$ cat src/hdl/crc64_combine_gf_multiply_defines.svh
// ---------------------------------------------------------------------------
// crc64_combine_gf_multiply assertion macros
// Concurrent assertion wrappers, empty when built for synthesis.
// ---------------------------------------------------------------------------
`ifndef CRC64_COMBINE_GF_MULTIPLY_DEFINES_SVH
`define CRC64_COMBINE_GF_MULTIPLY_DEFINES_SVH

`ifndef SYNTHESIS
`define CRC64C_ASSERT(name, clk, rst_n, prop, msg) \
  name: assert property (@(posedge clk) disable iff (!rst_n) prop) else $error(msg);
`define CRC64C_ASSERT_NEXT(name, clk, rst_n, ante, cons, msg) \
  name: assert property (@(posedge clk) disable iff (!rst_n) (ante) |=> (cons)) \
    else $error(msg);
`else
`define CRC64C_ASSERT(name, clk, rst_n, prop, msg)
`define CRC64C_ASSERT_NEXT(name, clk, rst_n, ante, cons, msg)
`endif

`endif

$ cat src/hdl/crc64c_pkg.sv
`timescale 1ns / 1ps
// ---------------------------------------------------------------------------
// crc64c_pkg
// Shared constants, types and GF(2^64) helpers for the CRC-64 combine block.
// ---------------------------------------------------------------------------
package crc64c_pkg;

  localparam logic [63:0] CRC64_POLY = 64'hC96C5795D7870F42;
  localparam int CRC_W           = 64;
  localparam int MAX_LENGTH_BITS = 63;
  localparam int TAB_IDX_W       = 6;
  localparam int DIGIT_BITS      = 8;
  localparam int DIGITS          = CRC_W / DIGIT_BITS;
  localparam int DIG_W           = $clog2(DIGITS);

  typedef logic [MAX_LENGTH_BITS-1:0][CRC_W-1:0] pow_tab_t;

  typedef enum logic [1:0] {
    ST_IDLE,
    ST_SCAN,
    ST_MUL
  } ctrl_state_e;

  typedef struct packed {
    logic load;
    logic advance;
    logic mul_start;
    logic mul_step;
    logic mul_commit;
    logic finish;
  } ctrl_cmd_t;

  typedef struct packed {
    logic len_zero;
    logic len_bit;
    logic dig_last;
    logic out_free;
  } dp_status_t;

  // multiply by x, reflected order (bit 63 is x^0)
  function automatic logic [CRC_W-1:0] gf_times_x(logic [CRC_W-1:0] v);
    logic [CRC_W-1:0] r;
    r = v >> 1;
    if (v[0]) r = r ^ CRC64_POLY;
    return r;
  endfunction

  // full product, only evaluated at elaboration to build the power table
  function automatic logic [CRC_W-1:0] gf_product(logic [CRC_W-1:0] a,
                                                   logic [CRC_W-1:0] b);
    logic [CRC_W-1:0] acc;
    logic [CRC_W-1:0] bb;
    acc = '0;
    bb  = b;
    for (int i = 0; i < CRC_W; i++) begin
      acc = gf_times_x(acc);
      if (bb[0]) acc = acc ^ a;
      bb = bb >> 1;
    end
    return acc;
  endfunction

  // entry k holds x^(8*2^k) mod P
  function automatic pow_tab_t build_power_table();
    pow_tab_t         t;
    logic [CRC_W-1:0] v;
    v = gf_times_x(64'h0100_0000_0000_0000);
    for (int k = 0; k < MAX_LENGTH_BITS; k++) begin
      t[k] = v;
      v    = gf_product(v, v);
    end
    return t;
  endfunction

  localparam pow_tab_t POWER_TABLE = build_power_table();

endpackage

$ cat src/hdl/crc64c_ctrl.sv
`timescale 1ns / 1ps
// ---------------------------------------------------------------------------
// crc64c_ctrl
// Sequencer: walks the length bits and runs one digit-serial multiply per
// set bit.
// ---------------------------------------------------------------------------
module crc64c_ctrl
  import crc64c_pkg::*;
(
  input  logic        clk_i,
  input  logic        rst_ni,
  input  logic        in_valid_i,
  output logic        in_ready_o,
  input  dp_status_t  status_i,
  output ctrl_cmd_t   cmd_o,
  output ctrl_state_e state_o
);

  ctrl_state_e state_q, state_d;

  always_ff @(posedge clk_i or negedge rst_ni) begin
    if (!rst_ni) begin
      state_q <= ST_IDLE;
    end else begin
      state_q <= state_d;
    end
  end

  always_comb begin
    state_d    = state_q;
    cmd_o      = '0;
    in_ready_o = 1'b0;
    unique case (state_q)
      ST_IDLE: begin
        in_ready_o = 1'b1;
        if (in_valid_i) begin
          cmd_o.load = 1'b1;
          state_d    = ST_SCAN;
        end
      end
      ST_SCAN: begin
        priority if (status_i.len_zero) begin
          // hold until the output register can take the word
          if (status_i.out_free) begin
            cmd_o.finish = 1'b1;
            state_d      = ST_IDLE;
          end
        end else if (status_i.len_bit) begin
          cmd_o.mul_start = 1'b1;
          state_d         = ST_MUL;
        end else begin
          cmd_o.advance = 1'b1;
        end
      end
      ST_MUL: begin
        cmd_o.mul_step = 1'b1;
        if (status_i.dig_last) begin
          cmd_o.mul_commit = 1'b1;
          cmd_o.advance    = 1'b1;
          state_d          = ST_SCAN;
        end
      end
      default: begin
        state_d = ST_IDLE;
      end
    endcase
  end

  assign state_o = state_q;

endmodule

$ cat src/hdl/crc64c_datapath.sv
`timescale 1ns / 1ps
// ---------------------------------------------------------------------------
// crc64c_datapath
// Operand registers, 8-bit-per-cycle GF(2^64) multiplier and output register.
// ---------------------------------------------------------------------------
module crc64c_datapath
  import crc64c_pkg::*;
#(
  parameter int LENGTH_BITS = 63
) (
  input  logic                   clk_i,
  input  logic                   rst_ni,
  input  ctrl_cmd_t              cmd_i,
  output dp_status_t             status_o,
  input  logic [CRC_W-1:0]       crc_first_i,
  input  logic [CRC_W-1:0]       crc_second_i,
  input  logic [LENGTH_BITS-1:0] length_second_i,
  output logic                   out_valid_o,
  input  logic                   out_ready_i,
  output logic [CRC_W-1:0]       crc_combined_o
);

  localparam int KW = (LENGTH_BITS > 1) ? $clog2(LENGTH_BITS) : 1;

  logic [CRC_W-1:0]       crc_q;
  logic [CRC_W-1:0]       second_q;
  logic [LENGTH_BITS-1:0] len_q;
  logic [KW-1:0]          k_q;
  logic                   nz_q;
  logic [CRC_W-1:0]       acc_q;
  logic [CRC_W-1:0]       acc_d;
  logic [CRC_W-1:0]       b_q;
  logic [DIG_W-1:0]       dig_q;
  logic                   out_valid_q;
  logic [CRC_W-1:0]       out_q;

  // one digit of the product: eight shift-and-add steps, b taken lsb first
  always_comb begin
    acc_d = acc_q;
    for (int i = 0; i < DIGIT_BITS; i++) begin
      acc_d = gf_times_x(acc_d);
      if (b_q[i]) acc_d = acc_d ^ crc_q;
    end
  end

  always_ff @(posedge clk_i) begin
    if (cmd_i.load) begin
      crc_q    <= crc_first_i;
      second_q <= crc_second_i;
      len_q    <= length_second_i;
      k_q      <= '0;
      nz_q     <= |length_second_i;
    end
    if (cmd_i.advance) begin
      len_q <= len_q >> 1;
      k_q   <= k_q + 1'b1;
    end
    if (cmd_i.mul_start) begin
      acc_q <= '0;
      b_q   <= POWER_TABLE[TAB_IDX_W'(k_q)];
    end
    if (cmd_i.mul_step) begin
      acc_q <= acc_d;
      b_q   <= b_q >> DIGIT_BITS;
    end
    if (cmd_i.mul_commit) begin
      crc_q <= acc_d;
    end
    if (cmd_i.finish) begin
      out_q <= nz_q ? (crc_q ^ second_q) : crc_q;
    end
  end

  always_ff @(posedge clk_i or negedge rst_ni) begin
    if (!rst_ni) begin
      dig_q       <= '0;
      out_valid_q <= 1'b0;
    end else begin
      if (cmd_i.mul_start) begin
        dig_q <= '0;
      end else if (cmd_i.mul_step) begin
        dig_q <= dig_q + 1'b1;
      end
      if (cmd_i.finish) begin
        out_valid_q <= 1'b1;
      end else if (out_ready_i) begin
        out_valid_q <= 1'b0;
      end
    end
  end

  assign status_o.len_zero = (len_q == '0);
  assign status_o.len_bit  = len_q[0];
  assign status_o.dig_last = (dig_q == DIG_W'(DIGITS - 1));
  assign status_o.out_free = !out_valid_q || out_ready_i;

  assign out_valid_o    = out_valid_q;
  assign crc_combined_o = out_q;

endmodule

$ cat src/hdl/crc64_combine_gf_multiply.sv
`timescale 1ns / 1ps
// ---------------------------------------------------------------------------
// crc64_combine_gf_multiply
// CRC-64 combine: first * x^(8*len) mod P xor second (len > 0), reflected order.
// ---------------------------------------------------------------------------
// Input channel (in_valid_i/in_ready_o) takes a word of crc_first_i,
// crc_second_i and length_second_i; output channel (out_valid_o/out_ready_i)
// returns one crc_combined_o word per input word.
// The sequencer works on one word at a time. After acceptance it steps
// once over each clear length bit below the highest set bit; on each set
// bit it loads the power constant, then runs the product through the
// shared multiplier eight bits at a time; last it loads the output
// register. A zero length returns crc_first_i without the xor. in_ready_o
// is high again in the cycle out_valid_o rises.
// The power constants are fixed logic, so reset only clears the sequencer,
// the digit counter and the output valid flag; no preload is needed.
// A stalled receiver holds the result in the output register; the next
// word may be accepted meanwhile and waits at its final step until the
// register is free.
// ---------------------------------------------------------------------------
`include "crc64_combine_gf_multiply_defines.svh"

module crc64_combine_gf_multiply
  import crc64c_pkg::*;
#(
  parameter int LENGTH_BITS = 63
) (
  input  logic                   clk_i,
  input  logic                   rst_ni,
  input  logic                   in_valid_i,
  output logic                   in_ready_o,
  input  logic [CRC_W-1:0]       crc_first_i,
  input  logic [CRC_W-1:0]       crc_second_i,
  input  logic [LENGTH_BITS-1:0] length_second_i,
  output logic                   out_valid_o,
  input  logic                   out_ready_i,
  output logic [CRC_W-1:0]       crc_combined_o
);

  ctrl_cmd_t   cmd;
  dp_status_t  status;
  ctrl_state_e state;

  crc64c_ctrl u_ctrl (
    .clk_i      (clk_i),
    .rst_ni     (rst_ni),
    .in_valid_i (in_valid_i),
    .in_ready_o (in_ready_o),
    .status_i   (status),
    .cmd_o      (cmd),
    .state_o    (state)
  );

  crc64c_datapath #(
    .LENGTH_BITS (LENGTH_BITS)
  ) u_datapath (
    .clk_i           (clk_i),
    .rst_ni          (rst_ni),
    .cmd_i           (cmd),
    .status_o        (status),
    .crc_first_i     (crc_first_i),
    .crc_second_i    (crc_second_i),
    .length_second_i (length_second_i),
    .out_valid_o     (out_valid_o),
    .out_ready_i     (out_ready_i),
    .crc_combined_o  (crc_combined_o)
  );

  // a multiply only runs on a set length bit, which stays put until it ends
  `CRC64C_ASSERT(a_mul_on_set_bit, clk_i, rst_ni, (state == ST_MUL) |-> status.len_bit, "multiply running without a set length bit")
  // result never overwrites an unsent word
  `CRC64C_ASSERT(a_finish_slot_free, clk_i, rst_ni, cmd.finish |-> (!out_valid_o || out_ready_i), "output word overwritten")
  // digit counter is back at zero whenever the sequencer scans
  `CRC64C_ASSERT(a_scan_digit_clear, clk_i, rst_ni, (state == ST_SCAN) |-> !status.dig_last, "digit counter not cleared between multiplies")
  `CRC64C_ASSERT_NEXT(a_accept_to_scan, clk_i, rst_ni, in_valid_i && in_ready_o, state == ST_SCAN, "accepted word not scanned")

endmodule
$ cat config.mk
export PLATFORM = sky130hd
export DESIGN_NAME = crc64_combine_gf_multiply
export DESIGN_NICKNAME = d
export VERILOG_FILES = /design/src/hdl/crc64c_pkg.sv /design/src/hdl/crc64c_ctrl.sv /design/src/hdl/crc64c_datapath.sv /design/src/hdl/crc64_combine_gf_multiply.sv
export VERILOG_INCLUDE_DIRS = /design/src /design/src/hdl
export SDC_FILE = /design/constraint.sdc
export NUM_CORES = 2
export LEC_CHECK = 0
export BUFFER_PORTS_ARGS = -buffer_cell sky130_fd_sc_hd__buf_2
export CAP_MARGIN = 10
export CELL_PAD_IN_SITES_DETAIL_PLACEMENT = 1
export CELL_PAD_IN_SITES_GLOBAL_PLACEMENT = 2
export CORE_UTILIZATION = 38
export CTS_CLUSTER_DIAMETER = 40
export DETAILED_ROUTE_END_ITERATION = 10
export HOLD_SLACK_MARGIN = 0.03
export PLACE_DENSITY_LB_ADDON = 0.1
export SLEW_MARGIN = 25
export SYNTH_ARGS = -nofsm -noshare
export SYNTH_HDL_FRONTEND = slang
export SYNTH_SLANG_ARGS = --single-unit
$ cat constraint.sdc
create_clock -name clk_i -period 7.17 [get_ports clk_i]
set_input_delay 0 -clock clk_i [delete_from_list [all_inputs] [get_ports clk_i]]
set_output_delay 0 -clock clk_i [all_outputs]
set_load 0.03 [all_outputs]
* Yosys cells after proc, flatten, opt, wreduce, memory -nomap -nowiden *
Memory sizes are Yosys's and may differ from the RTL's. A register that Yosys moved wholly into a read port is not among the register bits.
Index checks and enable logic that the tools add are counted.

word-level totals
  flip-flop bits (word level) = 396
  input bits = 195
  output and inout bits = 66
  memory bits (read-only) = 4096
  word-level logic and storage cells = 103
  memories kept = 1

memories
  memory           words  width  read ports  clocked after memory_dff  wr ports  RTL line               text
  (no name shown)  64     64     1           1                         0         crc64c_datapath.sv:60  b_q <= POWER_TABLE[TAB_IDX_W'(k_q)];

operators by class
  eq/ne operators = 7
  bitwise logic cells = 17
  add/subtract/negate cells = 2
  reduce and logical (&&, ||, !) cells = 10
  multiplexer cells = 52
  order comparisons = 1

operators with widths
  kind                   number
  $mux W64               22
  $xor A64 B64 Y64       9
  $not A32 Y33           8
  $mux W62               2
  $mux W56               2
  $logic_not A63 Y1      1
  $reduce_or A63 Y1      1
  $mux W6                3
  $mux W2                7
  $mux W1                12
  $reduce_bool A2 Y1     4
  $lt A6 B7 Y1 const B   1
  $add A6 B1 Y6 const B  1
  $mux W3                2
  $pmux W2 S3            1
  $ne A2 B2 Y1 const B   2
  $reduce_and A4 Y1      1
  $add A3 B1 Y3 const B  1
  $eq A3 B3 Y1 const B   1
  $ne A3 B2 Y1 const B   1
  $ne A3 B3 Y1 const B   1
  $eq A2 B1 Y1 const B   1
  $eq A2 B2 Y1 const B   1
  $logic_not A2 Y1       1
  other kinds (3)        3

* Logic depth before layout (Yosys ltp) *
  word-level depth = 33
  mapped depth = 19
  gate-level depth less buffers = 17

* Cells and area by module *
A second synthesis with hierarchy kept.

unflattened totals
  cell total of the unflattened synthesis = 3203
  area total of the unflattened synthesis = 30984.7 um^2

by module, submodules not included
  module           area each (um^2)  cells each  instances  seq. area each (um^2)
  crc64c_datapath  30752.0           3179        1          13002.5
  crc64c_ctrl      232.7             24          1          50.0

* Least setup slack after synthesis *
Ideal clock, no wire load.

  kind = flip-flop to flip-flop
  start point = reg u_ctrl.state_q[0] (netlist: u_ctrl.state_o[0])
  end point = reg (tool-made name)
  setup slack = 1.449 ns
  arrival = 5.630 ns
  required time = 7.079 ns
  clock period less this slack = 5.721 ns
  setup time = 0.091 ns
  cell stages (with the launch flop) = 13
  buffers on the path = 0
  cell sequence = dfrtp_1 -> inv_1 -> ha_1 -> nand2_1 -> inv_1 -> nor2_1 -> a21boi_2 -> inv_1 -> o32ai_1 -> a211oi_2 -> nand2_1 -> a21o_1 -> a311oi_1

RTL lines
  element                 RTL line           text
  from (decl)             crc64c_ctrl.sv:19  ctrl_state_e state_q, state_d;
  from (signal assigned)  crc64c_ctrl.sv:25  state_q <= state_d;

==> impl_metrics.prom <==
# TYPE chip_impl_metric gauge
chip_impl_metric{name="wire_length_of_the_first_global_routing_pass",unit="µm"} 203900
chip_impl_metric{name="vias_per_cell",unit=""} 5.740
chip_impl_metric{name="cts_made_buffers",unit=""} 101
chip_impl_metric{name="place.detailed.hpwl",unit="µm"} 93240
chip_impl_metric{name="initial_cell_density_of_the_core",unit="%"} 38.62
chip_impl_metric{name="ys.warnings.count",unit=""} 0
chip_impl_metric{name="mappedNetlistNets",unit=""} 3586
chip_impl_info{name="synthTopCellsByCount",value="sky130_fd_sc_hd__nand2_1, sky130_fd_sc_hd__xnor2_1, sky130_fd_sc_hd__edfxtp_1"} 1
chip_impl_metric{name="dr_total_vias",unit=""} 27929
chip_impl_info{name="cp-start-kind",value="flop"} 1
chip_impl_info{name="tritoncts",value="yes"} 1
chip_impl_metric{name="drt.antenna.violating_nets",unit=""} 0
chip_impl_metric{name="totalNegativeSetupSlack",unit="ns"} 0
chip_impl_info{name="synth_area_leader_cell",value="sky130_fd_sc_hd__edfxtp_1"} 1
chip_impl_metric{name="max_freq",unit="MHz"} 164.5
chip_impl_metric{name="share_of_synthesized_area_occupied_by_flip_flops_and_latches",unit="%"} 42.50
chip_impl_metric{name="postRouteWirelength",unit="µm"} 139400
chip_impl_metric{name="min_clock_period_post_route",unit="ns"} 6.080
chip_impl_metric{name="slew_margin_rel",unit="%"} 21.04
chip_impl_metric{name="path_max_fanout",unit=""} 23
chip_impl_info{name="synth.area.top_cells",value="sky130_fd_sc_hd__edfxtp_1, sky130_fd_sc_hd__xnor2_1, sky130_fd_sc_hd__nand2_1, sky130_fd_sc_hd__dfxtp_1, sky130_fd_sc_hd__xor2_1"} 1
chip_impl_info{name="worst_hold_path_type",value="input pin to flop"} 1
chip_impl_metric{name="grtUsageMet3",unit="%"} 6.979
chip_impl_metric{name="first_iter_violations",unit=""} 2352
chip_impl_info{name="worst_setup_path_end_kind",value="flop"} 1
chip_impl_metric{name="grt.met1_usage",unit="%"} 41.21
chip_impl_info{name="rsz_0062_raised_after_global_routing",value="false"} 1
chip_impl_metric{name="die_h",unit="µm"} 286.3
chip_impl_metric{name="required",unit="ns"} 7.66
chip_impl_metric{name="slew_viol_final",unit=""} 0
chip_impl_info{name="gr-max-usage-layer",value="met2"} 1
chip_impl_info{name="cts-root-buf",value="sky130_fd_sc_hd__clkbuf_16"} 1
chip_impl_metric{name="post_synthesis_instance_area",unit="µm²"} 30710
chip_impl_metric{name="numPortBuffers",unit=""} 260
chip_impl_metric{name="insertion_delay",unit="ns"} 0.65
chip_impl_metric{name="netlist-cell-type-count",unit=""} 85
chip_impl_metric{name="post-route-drc-count",unit=""} 0
chip_impl_metric{name="arrival",unit="ns"} 6.57
chip_impl_metric{name="grt_remaining_overflow",unit=""} 0
chip_impl_metric{name="period_share",unit="%"} 84.80
chip_impl_metric{name="synth.avg_cell_area",unit="µm²"} 9.126
chip_impl_metric{name="cts_setup_buffers",unit=""} 0
chip_impl_metric{name="clock_slew_at_reported_path_ffs",unit="ns"} 0.05
chip_impl_metric{name="clock_sinks",unit=""} 460
chip_impl_info{name="most_common_cell_in_the_synthesized_netlist",value="sky130_fd_sc_hd__nand2_1"} 1
chip_impl_metric{name="global_route_usage_over_all_layers",unit="%"} 33.70
chip_impl_metric{name="fin_nets",unit=""} 3943
chip_impl_metric{name="htree_num_levels",unit=""} 3
chip_impl_info{name="synth_flop_cell",value="sky130_fd_sc_hd__edfxtp_1"} 1
chip_impl_metric{name="synth_async_sr_flop_share",unit="%"} 1.304
chip_impl_metric{name="initial_antenna_violation_count",unit=""} 17
chip_impl_metric{name="timing.clock.skew",unit="ns"} 0.03216
chip_impl_metric{name="avgRoutedWirePerCell",unit="µm"} 28.65
chip_impl_metric{name="synthToLayoutAreaGrowth",unit="%"} 25.56
chip_impl_metric{name="hold_vio_cnt_final",unit=""} 0
chip_impl_metric{name="gp_congestion",unit=""} 1.008
chip_impl_metric{name="num_rows",unit=""} 103
chip_impl_metric{name="clock_tree.buffer_depth",unit=""} 3
chip_impl_metric{name="edff_count_synth",unit=""} 381
chip_impl_metric{name="io-pin-count",unit=""} 261
chip_impl_metric{name="use_met2",unit="%"} 56.01
chip_impl_metric{name="die_area",unit="µm²"} 81950
chip_impl_metric{name="synthesis_stage_register_bit_count",unit=""} 460
chip_impl_metric{name="core_area",unit="µm²"} 79520
chip_impl_info{name="path_class",value="flop to flop"} 1
chip_impl_info{name="outcome",value="finished clean"} 1
chip_impl_metric{name="first_pass_iteration_count_of_the_detailed_router",unit=""} 6
chip_impl_metric{name="setup_violations",unit=""} 0
chip_impl_metric{name="max_cap_viol_count",unit=""} 0
chip_impl_metric{name="post_synth_inst_count",unit=""} 3365
chip_impl_metric{name="grt_start_max_net_pins",unit=""} 80
chip_impl_metric{name="share_of_the_synthesized_area_in_the_top_cell_type",unit="%"} 37.26
chip_impl_metric{name="worst_slew_pin_slew",unit="ns"} 1.180
chip_impl_metric{name="layout-drive-gt1-share",unit="%"} 16.96
chip_impl_metric{name="die-width",unit="µm"} 286.3
chip_impl_metric{name="grt_pass1_vias",unit=""} 29874
cell type report:
type / instances / area [µm²]
multi-input cells: 2603 / 16640
flip-flops and latches: 460 / 13050
well taps: 1050 / 1314
inverters: 17 / 66.31
clock buffers: 117 / 2650
diodes: 7 / 17.52
fillers: 8906 / 40960
clock inverters: 73 / 873.3
repair buffers: 539 / 3938
what timing repair did:
action / 4_1_cts / 5_1_grt
gates resized for setup: 0 / 0
hold buffers: 200 / 0
hold endpoints to repair: 201 / 0
cells in the final DEF, fill, tap and decap left out, types with 41 or more instances in the layout:
cell type / netlist / final
sky130_fd_sc_hd__a21oi_1: 98 / 98
sky130_fd_sc_hd__buf_2: 42 / 260
sky130_fd_sc_hd__buf_4: 2 / 75
sky130_fd_sc_hd__clkbuf_16: 0 / 103
sky130_fd_sc_hd__dfxtp_1: 73 / 73
sky130_fd_sc_hd__dlygate4sd3_1: 0 / 200
sky130_fd_sc_hd__edfxtp_1: 381 / 381
sky130_fd_sc_hd__mux2_2: 83 / 83
sky130_fd_sc_hd__nand2_1: 912 / 909
sky130_fd_sc_hd__nand3_1: 41 / 41
sky130_fd_sc_hd__nor2_1: 136 / 132
sky130_fd_sc_hd__o21ai_0: 147 / 142
sky130_fd_sc_hd__xnor2_1: 570 / 569
sky130_fd_sc_hd__xor2_1: 133 / 133
stage by stage:
| step | area [µm²] | util [%] | worst slack [ns] | hold WS (ns) | std cells |
|---|---|---|---|---|---|
| 3_5_place_dp | 32990 | 41.49 | 1.443 | -0.1672 | 4469 |
| 4_1_cts | 38520 | 48.44 | 1.386 | 0.03092 | 4859 |
| 3_3_place_gp | 32970 | 41.46 | 0.9943 | -0.1715 | 4468 |
| 2_1_floorplan | 30710 | - | 1.449 | -0.2956 | 3365 |
| 6_report | 38560 | 48.49 | 1.090 | 0.05993 | 4866 |
| 5_1_grt | 38540 | 48.47 | 0.9860 | 0.04369 | 4861 |
worst paths after layout:
| check | endpoint | cells past startpoint | from | slack, ns |
|---|---|---|---|---|
| max | flop | 13 | u_datapath.len_q[9] | 1.09 |
| min | u_datapath.second_q[43] | 2 | crc_second_i[43] | 0.06 |
| max reg2reg | flop | 13 | u_datapath.len_q[9] | 1.09 |
| min reg2reg | u_datapath.b_q[57] | 2 | flop | 0.45 |
| max in group asynchronous | u_datapath.dig_q[2] | 3 | rst_ni | 6.61 |
| min in group asynchronous | u_datapath.out_valid_o | 3 | rst_ni | 0.32 |
routing by layer:
layer  share of wire, %  routed length [µm]
met1                 40               55490
met2                 48               66470
met3                7.2               10030
met4                5.2                7289
met5              0.093                 130
worst max-delay path, stage by stage, from the launching register on:
cell and delay (ns):
sky130_fd_sc_hd__edfxtp_1 0.39, sky130_fd_sc_hd__nor4_1 0.54, sky130_fd_sc_hd__nand4_1 0.30, sky130_fd_sc_hd__nor4_4 0.68, sky130_fd_sc_hd__o21ai_4 0.14, sky130_fd_sc_hd__mux2i_4 0.17
sky130_fd_sc_hd__buf_4 0.39, sky130_fd_sc_hd__clkinv_1 0.53, sky130_fd_sc_hd__ha_1 0.47, sky130_fd_sc_hd__buf_4 0.27, sky130_fd_sc_hd__nor2_1 0.93, sky130_fd_sc_hd__o21ai_0 0.51
sky130_fd_sc_hd__o211ai_1 0.44, sky130_fd_sc_hd__o31ai_1 0.13
cells by family (layout without fill, tap and decap cells):
| logic type | count (synthesis) | after routing | share of synthesized area (%) |
|---|---|---|---|
| DFF | 460 | 460 | 42.50 |
| buffers and inverters | 302 | 746 | 3.887 |
| AOI/OAI and AO/OA | 529 | 529 | 11.36 |
| other | 0 | 7 | 0 |
| muxes | 95 | 95 | 3.447 |
| xor gates and xnor gates | 720 | 720 | 21.35 |
| adders and majority gates | 26 | 26 | 1.059 |
| and+or+nand+nor | 1233 | 1233 | 16.40 |
Power is not shown: default switching activity piles up to over one toggle a cycle in this logic, so the estimate is an artifact.
